$ cat src/hw/rtl/blp_pkg.sv
// Shared types and constants of the beeper level packetizer.
package blp_pkg;

  localparam int unsigned AddrW  = 16;
  localparam int unsigned ByteW  = 8;
  localparam int unsigned CountW = 11;
  localparam int unsigned CfgIdxW = 2;

  localparam logic [CountW-1:0] MaxPacket  = CountW'(1024);
  localparam logic [CountW-1:0] MinPacket  = CountW'(2);
  localparam logic [CountW-1:0] CountSat   = {CountW{1'b1}};

  localparam logic [ByteW-1:0]  PortLowRst  = 8'hFE;
  localparam logic [ByteW-1:0]  HighCodeRst = 8'd127;
  localparam logic [CountW-1:0] PktLenRst   = CountW'(700);
  localparam logic [CountW-1:0] TimeoutRst  = CountW'(700);

  typedef enum logic [CfgIdxW-1:0] {
    CfgPortLow  = 2'd0,
    CfgHighCode = 2'd1,
    CfgPktLen   = 2'd2,
    CfgTimeout  = 2'd3
  } cfg_idx_e;

  typedef enum logic {
    FuncPortWrite = 1'b0,
    FuncTick      = 1'b1
  } func_e;

  typedef struct packed {
    logic [ByteW-1:0]  sample_code;
    logic [CountW-1:0] repeat_count;
    logic              packet_end;
    logic              last_of_item;
  } result_t;

endpackage

$ cat src/hw/rtl/beeper_level_packetizer.sv
// Top level of the beeper level packetizer: input stage, packet logic, result queue.
//
//  Channel   Dir  tdata (low bit up)                    tuser            tlast
//  s_axis    in   port_address[15:0], write_value[7:0]  func             -
//  m_axis    out  sample_code[7:0], repeat_count[10:0], last_of_item     packet_end
//                 zero pad to 24 bits
//  cfg       in   cfg_we_i / cfg_idx_i / cfg_wdata_i, one write per cycle, no read-back
//
// Each input transfer is held in the input register, then the packet logic turns it into
// zero, one or two results combinationally; a new input is taken every cycle while the
// result queue has room. Results pass the input register and the result queue to m_axis.
// The result queue holds four entries; the input stage advances only while the queue has
// room for two results, so a stalled output side backs up to s_axis_tready after that.
// Reset (rst_ni low, asynchronous) empties both stages and resets configuration and packet state.
module beeper_level_packetizer (
  input  logic        clk_i,
  input  logic        rst_ni,
  // write port
  input  logic        cfg_we_i,
  input  logic [1:0]  cfg_idx_i,
  input  logic [10:0] cfg_wdata_i,
  // input stream
  input  logic        s_axis_tvalid,
  output logic        s_axis_tready,
  input  logic [23:0] s_axis_tdata,   // [15:0] port_address, [23:16] write_value
  input  logic        s_axis_tuser,   // [0] func
  // result stream
  output logic        m_axis_tvalid,
  input  logic        m_axis_tready,
  output logic [23:0] m_axis_tdata,   // [7:0] sample_code, [18:8] repeat_count, rest zero
  output logic        m_axis_tuser,   // [0] last_of_item
  output logic        m_axis_tlast    // packet_end
);

  localparam int unsigned CW = blp_pkg::CountW;

  // configuration registers
  logic [7:0]    port_low_q, high_code_q;
  logic [CW-1:0] pkt_len_q, timeout_q;

  always_ff @(posedge clk_i or negedge rst_ni) begin
    if (!rst_ni) begin
      port_low_q  <= blp_pkg::PortLowRst;
      high_code_q <= blp_pkg::HighCodeRst;
      pkt_len_q   <= blp_pkg::PktLenRst;
      timeout_q   <= blp_pkg::TimeoutRst;
    end else if (cfg_we_i) begin
      case (blp_pkg::cfg_idx_e'(cfg_idx_i))
        blp_pkg::CfgPortLow:  port_low_q  <= cfg_wdata_i[7:0];
        blp_pkg::CfgHighCode: high_code_q <= cfg_wdata_i[7:0];
        blp_pkg::CfgPktLen:   pkt_len_q   <= cfg_wdata_i;
        blp_pkg::CfgTimeout:  timeout_q   <= cfg_wdata_i;
        default: ;
      endcase
    end
  end

  // input register
  logic        in_vld_q;
  logic        in_func_q;
  logic [15:0] in_addr_q;
  logic [7:0]  in_val_q;
  logic        proc_go;
  logic        s_fire;

  // result queue
  blp_pkg::result_t q_mem_q [4];
  logic [1:0] wr_ptr_q, rd_ptr_q;
  logic [2:0] cnt_q;
  logic       pop;

  // Process the held item only while two queue slots are free.
  assign proc_go       = in_vld_q && (cnt_q <= 3'd2);
  assign s_axis_tready = !in_vld_q || proc_go;
  assign s_fire        = s_axis_tvalid && s_axis_tready;

  always_ff @(posedge clk_i or negedge rst_ni) begin
    if (!rst_ni) begin
      in_vld_q <= 1'b0;
    end else if (s_axis_tready) begin
      in_vld_q <= s_axis_tvalid;
    end
  end

  always_ff @(posedge clk_i) begin
    if (s_fire) begin
      in_func_q <= s_axis_tuser;
      in_addr_q <= s_axis_tdata[15:0];
      in_val_q  <= s_axis_tdata[23:16];
    end
  end

  // packet state
  logic          level_q, level_d;
  logic [CW-1:0] fill_q, fill_d;
  logic          prev_lvl_q, prev_lvl_d;
  logic          recent_q, recent_d;
  logic [CW-1:0] ticks_q, ticks_d;

  logic [CW-1:0] len_eff;
  logic [CW-1:0] ticks_inc, gap, gap_cap, fill_inc;
  logic          recent_tmp;
  blp_pkg::result_t res_a, res_b;
  logic [1:0]    n_push;

  function automatic logic [7:0] code_of(input logic lvl, input logic [7:0] hi);
    return lvl ? hi : 8'd0;
  endfunction

  // Clamp the packet length to its legal range.
  always_comb begin
    if (pkt_len_q < blp_pkg::MinPacket) begin
      len_eff = blp_pkg::MinPacket;
    end else if (pkt_len_q > blp_pkg::MaxPacket) begin
      len_eff = blp_pkg::MaxPacket;
    end else begin
      len_eff = pkt_len_q;
    end
  end

  always_comb begin
    level_d    = level_q;
    fill_d     = fill_q;
    prev_lvl_d = prev_lvl_q;
    recent_d   = recent_q;
    ticks_d    = ticks_q;
    res_a      = '0;
    res_b      = '0;
    n_push     = 2'd0;
    recent_tmp = recent_q;
    ticks_inc  = ticks_q;
    gap        = '0;
    gap_cap    = len_eff - CW'(2);
    fill_inc   = fill_q + CW'(1);

    if (in_func_q == blp_pkg::FuncPortWrite) begin
      if (in_addr_q[7:0] == port_low_q) begin
        level_d = in_val_q[4] ^ in_val_q[3];
      end
    end else if (fill_q == '0) begin
      // Age the previous packet; forget it once the timeout is reached.
      if (recent_q) begin
        if (ticks_q != blp_pkg::CountSat) begin
          ticks_inc = ticks_q + CW'(1);
        end
        if (ticks_inc >= timeout_q) begin
          recent_tmp = 1'b0;
        end
      end
      ticks_d  = ticks_inc;
      recent_d = recent_tmp;
      if (level_q != prev_lvl_q) begin
        res_a.sample_code  = code_of(level_q, high_code_q);
        res_a.repeat_count = CW'(1);
        res_a.last_of_item = 1'b1;
        n_push             = 2'd1;
        fill_d             = CW'(1);
        if (recent_tmp) begin
          // Fill the gap since the previous packet with one run of its level.
          gap = ticks_inc - CW'(1);
          if (gap > gap_cap) begin
            gap = gap_cap;
          end
          fill_d   = gap + CW'(1);
          recent_d = 1'b0;
          if (gap != '0) begin
            res_b  = res_a;
            res_a  = '0;
            res_a.sample_code  = code_of(prev_lvl_q, high_code_q);
            res_a.repeat_count = gap;
            n_push = 2'd2;
          end
        end
      end
    end else begin
      res_a.sample_code  = code_of(level_q, high_code_q);
      res_a.repeat_count = CW'(1);
      res_a.last_of_item = 1'b1;
      n_push             = 2'd1;
      fill_d             = fill_inc;
      if (fill_inc >= len_eff) begin
        res_a.packet_end = 1'b1;
        prev_lvl_d       = level_q;
        recent_d         = 1'b1;
        ticks_d          = '0;
        fill_d           = '0;
      end
    end
  end

  always_ff @(posedge clk_i or negedge rst_ni) begin
    if (!rst_ni) begin
      level_q    <= 1'b0;
      fill_q     <= '0;
      prev_lvl_q <= 1'b0;
      recent_q   <= 1'b0;
      ticks_q    <= '0;
    end else if (proc_go) begin
      level_q    <= level_d;
      fill_q     <= fill_d;
      prev_lvl_q <= prev_lvl_d;
      recent_q   <= recent_d;
      ticks_q    <= ticks_d;
    end
  end

  // Queue write: up to two entries per cycle, in result order.
  logic [1:0] push_n;
  assign push_n = proc_go ? n_push : 2'd0;
  assign pop    = m_axis_tvalid && m_axis_tready;

  always_ff @(posedge clk_i) begin
    if (push_n != 2'd0) begin
      q_mem_q[wr_ptr_q] <= res_a;
    end
    if (push_n == 2'd2) begin
      q_mem_q[wr_ptr_q + 2'd1] <= res_b;
    end
  end

  always_ff @(posedge clk_i or negedge rst_ni) begin
    if (!rst_ni) begin
      wr_ptr_q <= '0;
      rd_ptr_q <= '0;
      cnt_q    <= '0;
    end else begin
      wr_ptr_q <= wr_ptr_q + push_n;
      rd_ptr_q <= rd_ptr_q + {1'b0, pop};
      cnt_q    <= cnt_q + {1'b0, push_n} - {2'b0, pop};
    end
  end

  blp_pkg::result_t head;
  assign head          = q_mem_q[rd_ptr_q];
  assign m_axis_tvalid = (cnt_q != 3'd0);
  assign m_axis_tdata  = {5'd0, head.repeat_count, head.sample_code};
  assign m_axis_tuser  = head.last_of_item;
  assign m_axis_tlast  = head.packet_end;

endmodule

$ cat config.mk
export PLATFORM = sky130hd
export DESIGN_NAME = beeper_level_packetizer
export DESIGN_NICKNAME = d
export VERILOG_FILES = /design/src/hw/rtl/blp_pkg.sv /design/src/hw/rtl/beeper_level_packetizer.sv
export SDC_FILE = /design/constraint.sdc
export NUM_CORES = 1
export LEC_CHECK = 0
export BUFFER_PORTS_ARGS = -buffer_cell sky130_fd_sc_hd__buf_4
export CAP_MARGIN = 40
export CELL_PAD_IN_SITES_DETAIL_PLACEMENT = 0
export CELL_PAD_IN_SITES_GLOBAL_PLACEMENT = 1
export CORE_ASPECT_RATIO = 2
export CORE_UTILIZATION = 35
export DETAILED_ROUTE_END_ITERATION = 16
export PLACE_DENSITY = 0.61
export SYNTH_ARGS = -nofsm -noshare
export SYNTH_HDL_FRONTEND = slang
export SYNTH_SLANG_ARGS = --single-unit
$ cat constraint.sdc
create_clock -name clk_i -period 10.9 [get_ports clk_i]
set_input_delay 1.09 -clock clk_i [delete_from_list [all_inputs] [get_ports clk_i]]
set_output_delay 1.09 -clock clk_i [all_outputs]
set_load 0.05 [all_outputs]
# After elaboration in Yosys (flattened, before gate mapping)
# Memory sizes are Yosys's and may differ from the RTL's.
# Index checks and enable logic that the tools add are counted.
dict set report word_totals {
  register_bits 85
  ramBits 84
  memories 1
}
dict set report op_classes {
  n_addsub 10
  n_lt_le_gt_ge 6
  n_eq_ne 8
  n_mux 50
  n_bitwise 3
  reduce_logical 19
}
# name depth width rd rd_clocked_by_memory_dff write_ports line
set memory_table {}
lappend memory_table {q_mem_q 4 21 1 0 2 beeper_level_packetizer.sv:67} ;# blp_pkg::result_t q_mem_q [4];
# cell n
set ops {}
lappend ops {{two-way mux 11 bit} 20}
lappend ops {{two-way mux 21 bit} 10}
lappend ops {{adder 11 x 1 -> 11 bit (second input constant)} 3}
lappend ops {{>= comparator 11 bit} 2}
lappend ops {{two-way mux 8 bit} 2}
lappend ops {{two-way mux 1 bit} 12}
lappend ops {{two-way mux 2 bit} 6}
lappend ops {{greater-than comparator 11 bit} 1}
lappend ops {{greater-than comparator 11 bit (second input constant)} 1}
lappend ops {{zero test 11 bit} 1}
lappend ops {{< comparator 11 x 2 -> 1 bit (second input constant)} 1}
lappend ops {{!= test 11 bit (second input constant)} 1}
lappend ops {{nonzero test 11 bit} 1}
lappend ops {{subtractor 11 x 1 -> 11 bit (second input constant)} 1}
lappend ops {{subtractor 11 x 2 -> 11 bit (second input constant)} 1}
lappend ops {{AND reduction 3 bit} 3}
lappend ops {{== test 8 bit} 1}
lappend ops {{AND reduction 2 bit} 4}
lappend ops {{== test 2 bit (second input constant)} 3}
lappend ops {{AND reduction 4 bit} 1}
lappend ops {{nonzero test 2 bit} 2}
lappend ops {{adder 3 x 2 -> 3 bit} 1}
lappend ops {{<= comparator 3 x 2 -> 1 bit (second input constant)} 1}
lappend ops {{logical AND 1 bit} 3}
lappend ops {{other kinds (13)} 14}

# Depth between registers and ports, before layout
dict set report logic_depth {
  depth_word 25
  depth_mapped 31
  depth_no_buf 27
}

# Worst setup path after synthesis
# Ideal clock, no wire load.
dict set report synth_timing {
  kind {register to register}
  startpoint {register ticks_q[1]}
  endpoint {register cnt_q[2]}
  setup_ps 123
  arrival_ps 5913
  required_time_ps 10777
  slack_ps 4865
  path_stages_with_launch 30
  path_buffers 5
  path_cell_list {dfrtp_1 > ha_1 > buf_2 > and4_1 > nand3_1 > nand2_1 > xor2_1 > ha_1 > o21a_1 > a31oi_1 > or2_2 > ha_1 > a21o_1 > a21o_1 > a221o_1 > buf_2 > and2_1 > buf_2 > buf_6 > a21oi_2 > inv_1 > ha_1 > o211a_4 > nand4_4 > buf_6 > nand3_1 > ha_1 > inv_1 > fa_1 > xnor2_1}
}
dict set report synth_via {
  elab_chain_cells 24
  elab_cells_between_ends 30
  classes_between {add/sub: 4; order compare: 2; eq/ne: 1; mux: 22; reduce/logical: 1}
}
# element line
set synth_rtl {}
lappend synth_rtl {{start, declared} beeper_level_packetizer.sv:98} ;# logic [CW-1:0] ticks_q, ticks_d;
lappend synth_rtl {{start signal, assigned} beeper_level_packetizer.sv:203} ;# ticks_q <= ticks_d;
lappend synth_rtl {{adder 11 x 1 -> 11 bit / != test 11 bit (equally long branches)} {beeper_level_packetizer.sv:144, beeper_level_packetizer.sv:143}}
lappend synth_rtl {{two-way mux 11 bit} beeper_level_packetizer.sv:143} ;# if (ticks_q != blp_pkg::CountSat) begin
lappend synth_rtl {{two-way mux 11 bit} beeper_level_packetizer.sv:142} ;# if (recent_q) begin
lappend synth_rtl {{two-way mux 11 bit} beeper_level_packetizer.sv:140} ;# end else if (fill_q == '0) begin
lappend synth_rtl {{two-way mux 11 bit} beeper_level_packetizer.sv:136} ;# if (in_func_q == blp_pkg::FuncPortWrite) begin
lappend synth_rtl {{two-way mux 11 bit} beeper_level_packetizer.sv:142}
lappend synth_rtl {{two-way mux 11 bit} beeper_level_packetizer.sv:140}
lappend synth_rtl {{two-way mux 11 bit} beeper_level_packetizer.sv:136}
lappend synth_rtl {{(+8 left out)} -}
lappend synth_rtl {{two-way mux 2 bit} beeper_level_packetizer.sv:166} ;# if (gap != '0) begin
lappend synth_rtl {{two-way mux 2 bit (*)} beeper_level_packetizer.sv:158} ;# if (recent_tmp) begin
lappend synth_rtl {{two-way mux 2 bit (*)} beeper_level_packetizer.sv:152} ;# if (level_q != prev_lvl_q) begin
lappend synth_rtl {{two-way mux 2 bit (*)} beeper_level_packetizer.sv:140}
lappend synth_rtl {{two-way mux 2 bit (*)} beeper_level_packetizer.sv:136}
lappend synth_rtl {{two-way mux 2 bit (*)} beeper_level_packetizer.sv:209} ;# assign push_n = proc_go ? n_push : 2'd0;
lappend synth_rtl {{adder 3 x 2 -> 3 bit (*)} beeper_level_packetizer.sv:229} ;# cnt_q <= cnt_q + {1'b0, push_n} - {2'b0, pop};
lappend synth_rtl {{subtractor 3 x 1 -> 3 bit (*)} beeper_level_packetizer.sv:229}
lappend synth_rtl {{end signal, assigned} beeper_level_packetizer.sv:229}
lappend synth_rtl {{end, declared} beeper_level_packetizer.sv:69} ;# logic [2:0] cnt_q;
# Mark *: on every way between the ends. The rest lies on a longest branch, timed or not. The select of a mux whose other input is x is not followed.
# A chain may end at the register's enable or synchronous reset.

# Worst setup path after layout
dict set report layout_timing {
  startpoint {register ticks_q[0]}
  endpoint {register cnt_q[2]}
}
# Same word-level chain as after synthesis.

==> flow_metrics.env <==
export IMPL_timing_max_slew_rel_slack_pct=42.05
export IMPL_placement_io_buffers=51
export IMPL_rsz0062_at_grt="false"
export IMPL_netlist_area_leader_share_pct=15.62
export IMPL_dieHeight_um=238.7
export IMPL_critical_path_reg2reg_startpoint="ticks_q[0]"
export IMPL_power_leakage_uw=0.004346
export IMPL_layoutNonFillerInstCount=1272
export IMPL_netlist_area_mm2=0.009803
export IMPL_synth_area_top_cells="sky130_fd_sc_hd__edfxtp_1 16%, sky130_fd_sc_hd__dfrtp_1 11%, sky130_fd_sc_hd__dfxtp_1 9.0%, sky130_fd_sc_hd__dfstp_2 7.0%, sky130_fd_sc_hd__ha_1 5.7%"
export IMPL_place_gp_congestion=0.8405
export IMPL_route_antenna_remaining_nets=0
export IMPL_total_power_uw=2864
export IMPL_antenna_diode_count=0
export IMPL_dp_cells=1240
export IMPL_timing_critical_path_slowest_cell_delay_ns=0.74
export IMPL_via_per_inst=5.577
export IMPL_regToRegEndpoint="cnt_q[2]"
export IMPL_post_route_fraction_of_the_period_consumed_by_the_critical_path_pct=74.44
export IMPL_clkLatencyLatePin_ns=0.45
export IMPL_antenna_violations_before_repair=0
export IMPL_cpLargestDelayFamily="simple AND/OR/NAND/NOR gates"
export IMPL_netlist_top_cell_by_area="sky130_fd_sc_hd__edfxtp_1"
export IMPL_cp_slowest_cell="sky130_fd_sc_hd__a21boi_0"
export IMPL_finish_net_count=996
export IMPL_number_of_buffers_created_by_cts=17
export IMPL_core_area_mm2=0.02755
export IMPL_grtUsageTotal_pct=20.23
export IMPL_final_layout_size_suffix_gt1_share_pct=24.46
export IMPL_areaGrowthSynthToFinish_pct=13.10
export IMPL_grt_pass1_wl_um=42720
export IMPL_hold_buffers=0
export IMPL_critical_path_startpoint_type="register"
export IMPL_synth_distinct_cells=97
export IMPL_hold_ws_ns=0.4415
export IMPL_cts_htree_levels=4
export IMPL_worstMarginPinSlew_ns=0.8615
export IMPL_floorplan_rows=86
export IMPL_cp_data_required_time_ns=11.24
export IMPL_postSynth_topFlopCell="sky130_fd_sc_hd__edfxtp_1"
export IMPL_routed_wl_um=27690
export IMPL_crit_fanout=17
export IMPL_hold_viol_final=0
export IMPL_worst_setup_hold_path_clk_slew_ns=0.07
export IMPL_fin_crit_ns=8.114
export IMPL_cts_root_buf="sky130_fd_sc_hd__clkbuf_16"
export IMPL_clock_skew_ns=0.009874
export IMPL_most_instantiated_library_cell_after_synthesis="sky130_fd_sc_hd__nand2_1"
export IMPL_synth_area_per_cell_um2=11.27
export IMPL_vdd_drop_max_mv=0.1375
export IMPL_fp_dieW_um=120.3
export IMPL_numClockSinks=166
export IMPL_worst_setup_path_class="register to register"
export IMPL_remaining_drc_errors=0
export IMPL_setup_violations_final=0
export IMPL_clk_path_buf_depth=2
export IMPL_fmax_mhz=123.3
export IMPL_critical_path_arrival_ns=8.45
export IMPL_place_detailed_hpwl_um=22180
export IMPL_number_of_synthesized_flops_with_an_enable_pin=51
export IMPL_synth_yosys_warnings=0
export IMPL_maxCapViolCount=0
export IMPL_grt_overflow_total=0
export IMPL_pin_count_of_the_biggest_net_entering_global_routing=35
export IMPL_async_reset_ff_share_pct=42.77
export IMPL_vias=7094
export IMPL_status="complete, no violations"
export IMPL_synthesis_instances=870
export IMPL_drt_iter0_markers=347
export IMPL_boundaryPins=71
export IMPL_synth_seq_area_share_pct=43.06
export IMPL_totalNegativeSetupSlack_ns=0
export IMPL_cts_tree="yes"
export IMPL_cell_pwr_density_mw_per_mm2=258.4
export IMPL_setup_worst_path_end_class="register"
export IMPL_grt_pass1_vias=7363
export IMPL_cts_resized=0
export IMPL_regToRegSetupSlack_ns=2.79
export IMPL_post_drt_wl_per_cell_um=21.77
export IMPL_firstDrtPassIters=5
export IMPL_worst_path_most_repeated_cell="sky130_fd_sc_hd__ha_1"
export IMPL_netlist_top_cells_count="59 x sky130_fd_sc_hd__nand2_1, 51 x sky130_fd_sc_hd__edfxtp_1, 45 x sky130_fd_sc_hd__dfrtp_1, 45 x sky130_fd_sc_hd__ha_1, 44 x sky130_fd_sc_hd__dfxtp_1"
export IMPL_timing_reg2reg_worst_path_depth=25
export IMPL_start_util_pct=35.59
export IMPL_buffers_plus_inverters_on_the_worst_setup_path=1
export IMPL_postSynthRegisterBits=166
export IMPL_cts_setup_buffers=0
export IMPL_timing_max_transition_violations_final=0
export IMPL_design_die_area_mm2=0.02872
export IMPL_worstHoldPathType="input pin to async pin"
[worst max-delay path by stage]
| stage | start | end | depth (start not counted) |
|---|---|---|---|
| floorplan | ticks_q[1] | cnt_q[2] | 29 |
| global placement | ticks_q[0] | q_mem_q[1][14] | 20 |
| detailed placement | ticks_q[0] | cnt_q[2] | 25 |
| CTS | ticks_q[0] | cnt_q[2] | 25 |
| global route | ticks_q[0] | cnt_q[2] | 25 |
| finish | ticks_q[0] | cnt_q[2] | 25 |
[through the flow]
stage	area [um^2]	utilization [%]	setup slack [ns]
after detailed placement	10480	38.03	2.802
after global placement	10420	37.83	2.880
after CTS	11090	40.25	2.796
final	11090	40.25	2.786
after global routing	11090	40.25	2.240
after floorplan	9818	-	4.865
[layout make-up]
class                      count  area, um^2
clock buffer                  18       439.2
clock inverter                14       172.7
fill                        2774       16460
inverter                      35       131.4
multi-input combinational    624        5176
sequential                   166        4222
tap                          352       440.4
timing repair buffer          63       505.5
[registers in the layout, indices dropped and copies added, names as in the netlist, 3 cells and up]
register / count
pkt_len_q: 11
in_addr_q: 8
cnt_q: 3
q_mem_q: 84
port_low_q: 8
ticks_q: 11
timeout_q: 11
high_code_q: 8
fill_q: 11
[worst reg2reg max path: cells and delay by family (launching register included)]
| kind | cells | cell delay, ns |
|---|---|---|
| AOI/OAI and AO/OA | 6 | 2.01 |
| adders and majority gates | 7 | 2.32 |
| xor gates and xnor gates | 2 | 0.47 |
| and+or+nand+nor | 9 | 2.58 |
| buffers and inverters | 1 | 0.04 |
| DFF | 1 | 0.59 |
[cells by family after synthesis]
group	Yosys count	share of synthesized area [%]
multiplexers	67	10.08
other	2	0.07661
AO/OA/AOI/OAI	222	18.88
adder cells (fa/ha/maj)	46	5.948
flip-flops	166	43.06
XOR/XNOR	47	4.276
buffers and inverters	84	4.288
AND/OR/NAND/NOR	236	13.39
[power breakdown]
group          total (uW)  internal, uW  switching, uW
sequential            862           757            105
clock                 637           369            268
combinational        1370           513            853
[routing by layer]
layer / up-vias / wire [um] / GRT usage, %
met5: - / 0 / 0
met4: 0 / 1345 / 11.71
met3: 57 / 535 / 3.030
met2: 110 / 16520 / 41.10
met1: 3542 / 9288 / 18.16
li1: 3385 / - / -
[cells in the final DEF (no fill, tap or decap), types with 6 or more instances in the layout]
cell | Yosys | final
sky130_fd_sc_hd__buf_4 | 6 | 61
sky130_fd_sc_hd__nand3_1 | 31 | 31
sky130_fd_sc_hd__dfstp_2 | 26 | 26
sky130_fd_sc_hd__nor2_1 | 38 | 38
sky130_fd_sc_hd__nand4_1 | 13 | 13
sky130_fd_sc_hd__dfxtp_1 | 44 | 44
sky130_fd_sc_hd__and3_1 | 10 | 10
sky130_fd_sc_hd__inv_1 | 34 | 34
sky130_fd_sc_hd__nor3_1 | 14 | 14
sky130_fd_sc_hd__conb_1 | 2 | 6
sky130_fd_sc_hd__or2_2 | 7 | 7
sky130_fd_sc_hd__dfrtp_1 | 45 | 45
sky130_fd_sc_hd__a21oi_1 | 21 | 21
sky130_fd_sc_hd__and4_1 | 10 | 10
sky130_fd_sc_hd__xnor2_1 | 25 | 25
sky130_fd_sc_hd__xor2_1 | 21 | 21
sky130_fd_sc_hd__o21a_1 | 7 | 7
sky130_fd_sc_hd__nand2b_1 | 6 | 6
sky130_fd_sc_hd__clkbuf_16 | 0 | 17
sky130_fd_sc_hd__a21boi_1 | 33 | 33
sky130_fd_sc_hd__o2bb2ai_1 | 32 | 32
sky130_fd_sc_hd__a21o_1 | 11 | 11
sky130_fd_sc_hd__edfxtp_1 | 51 | 51
sky130_fd_sc_hd__o21ai_0 | 21 | 21
sky130_fd_sc_hd__mux4_2 | 21 | 21
sky130_fd_sc_hd__a22o_1 | 6 | 6
sky130_fd_sc_hd__mux2_2 | 41 | 41
sky130_fd_sc_hd__ha_1 | 45 | 45
sky130_fd_sc_hd__nand2_1 | 59 | 59
sky130_fd_sc_hd__and2_1 | 8 | 8
sky130_fd_sc_hd__a32o_1 | 20 | 20
sky130_fd_sc_hd__or3_1 | 7 | 7
Power figures use the tool's default switching activity.
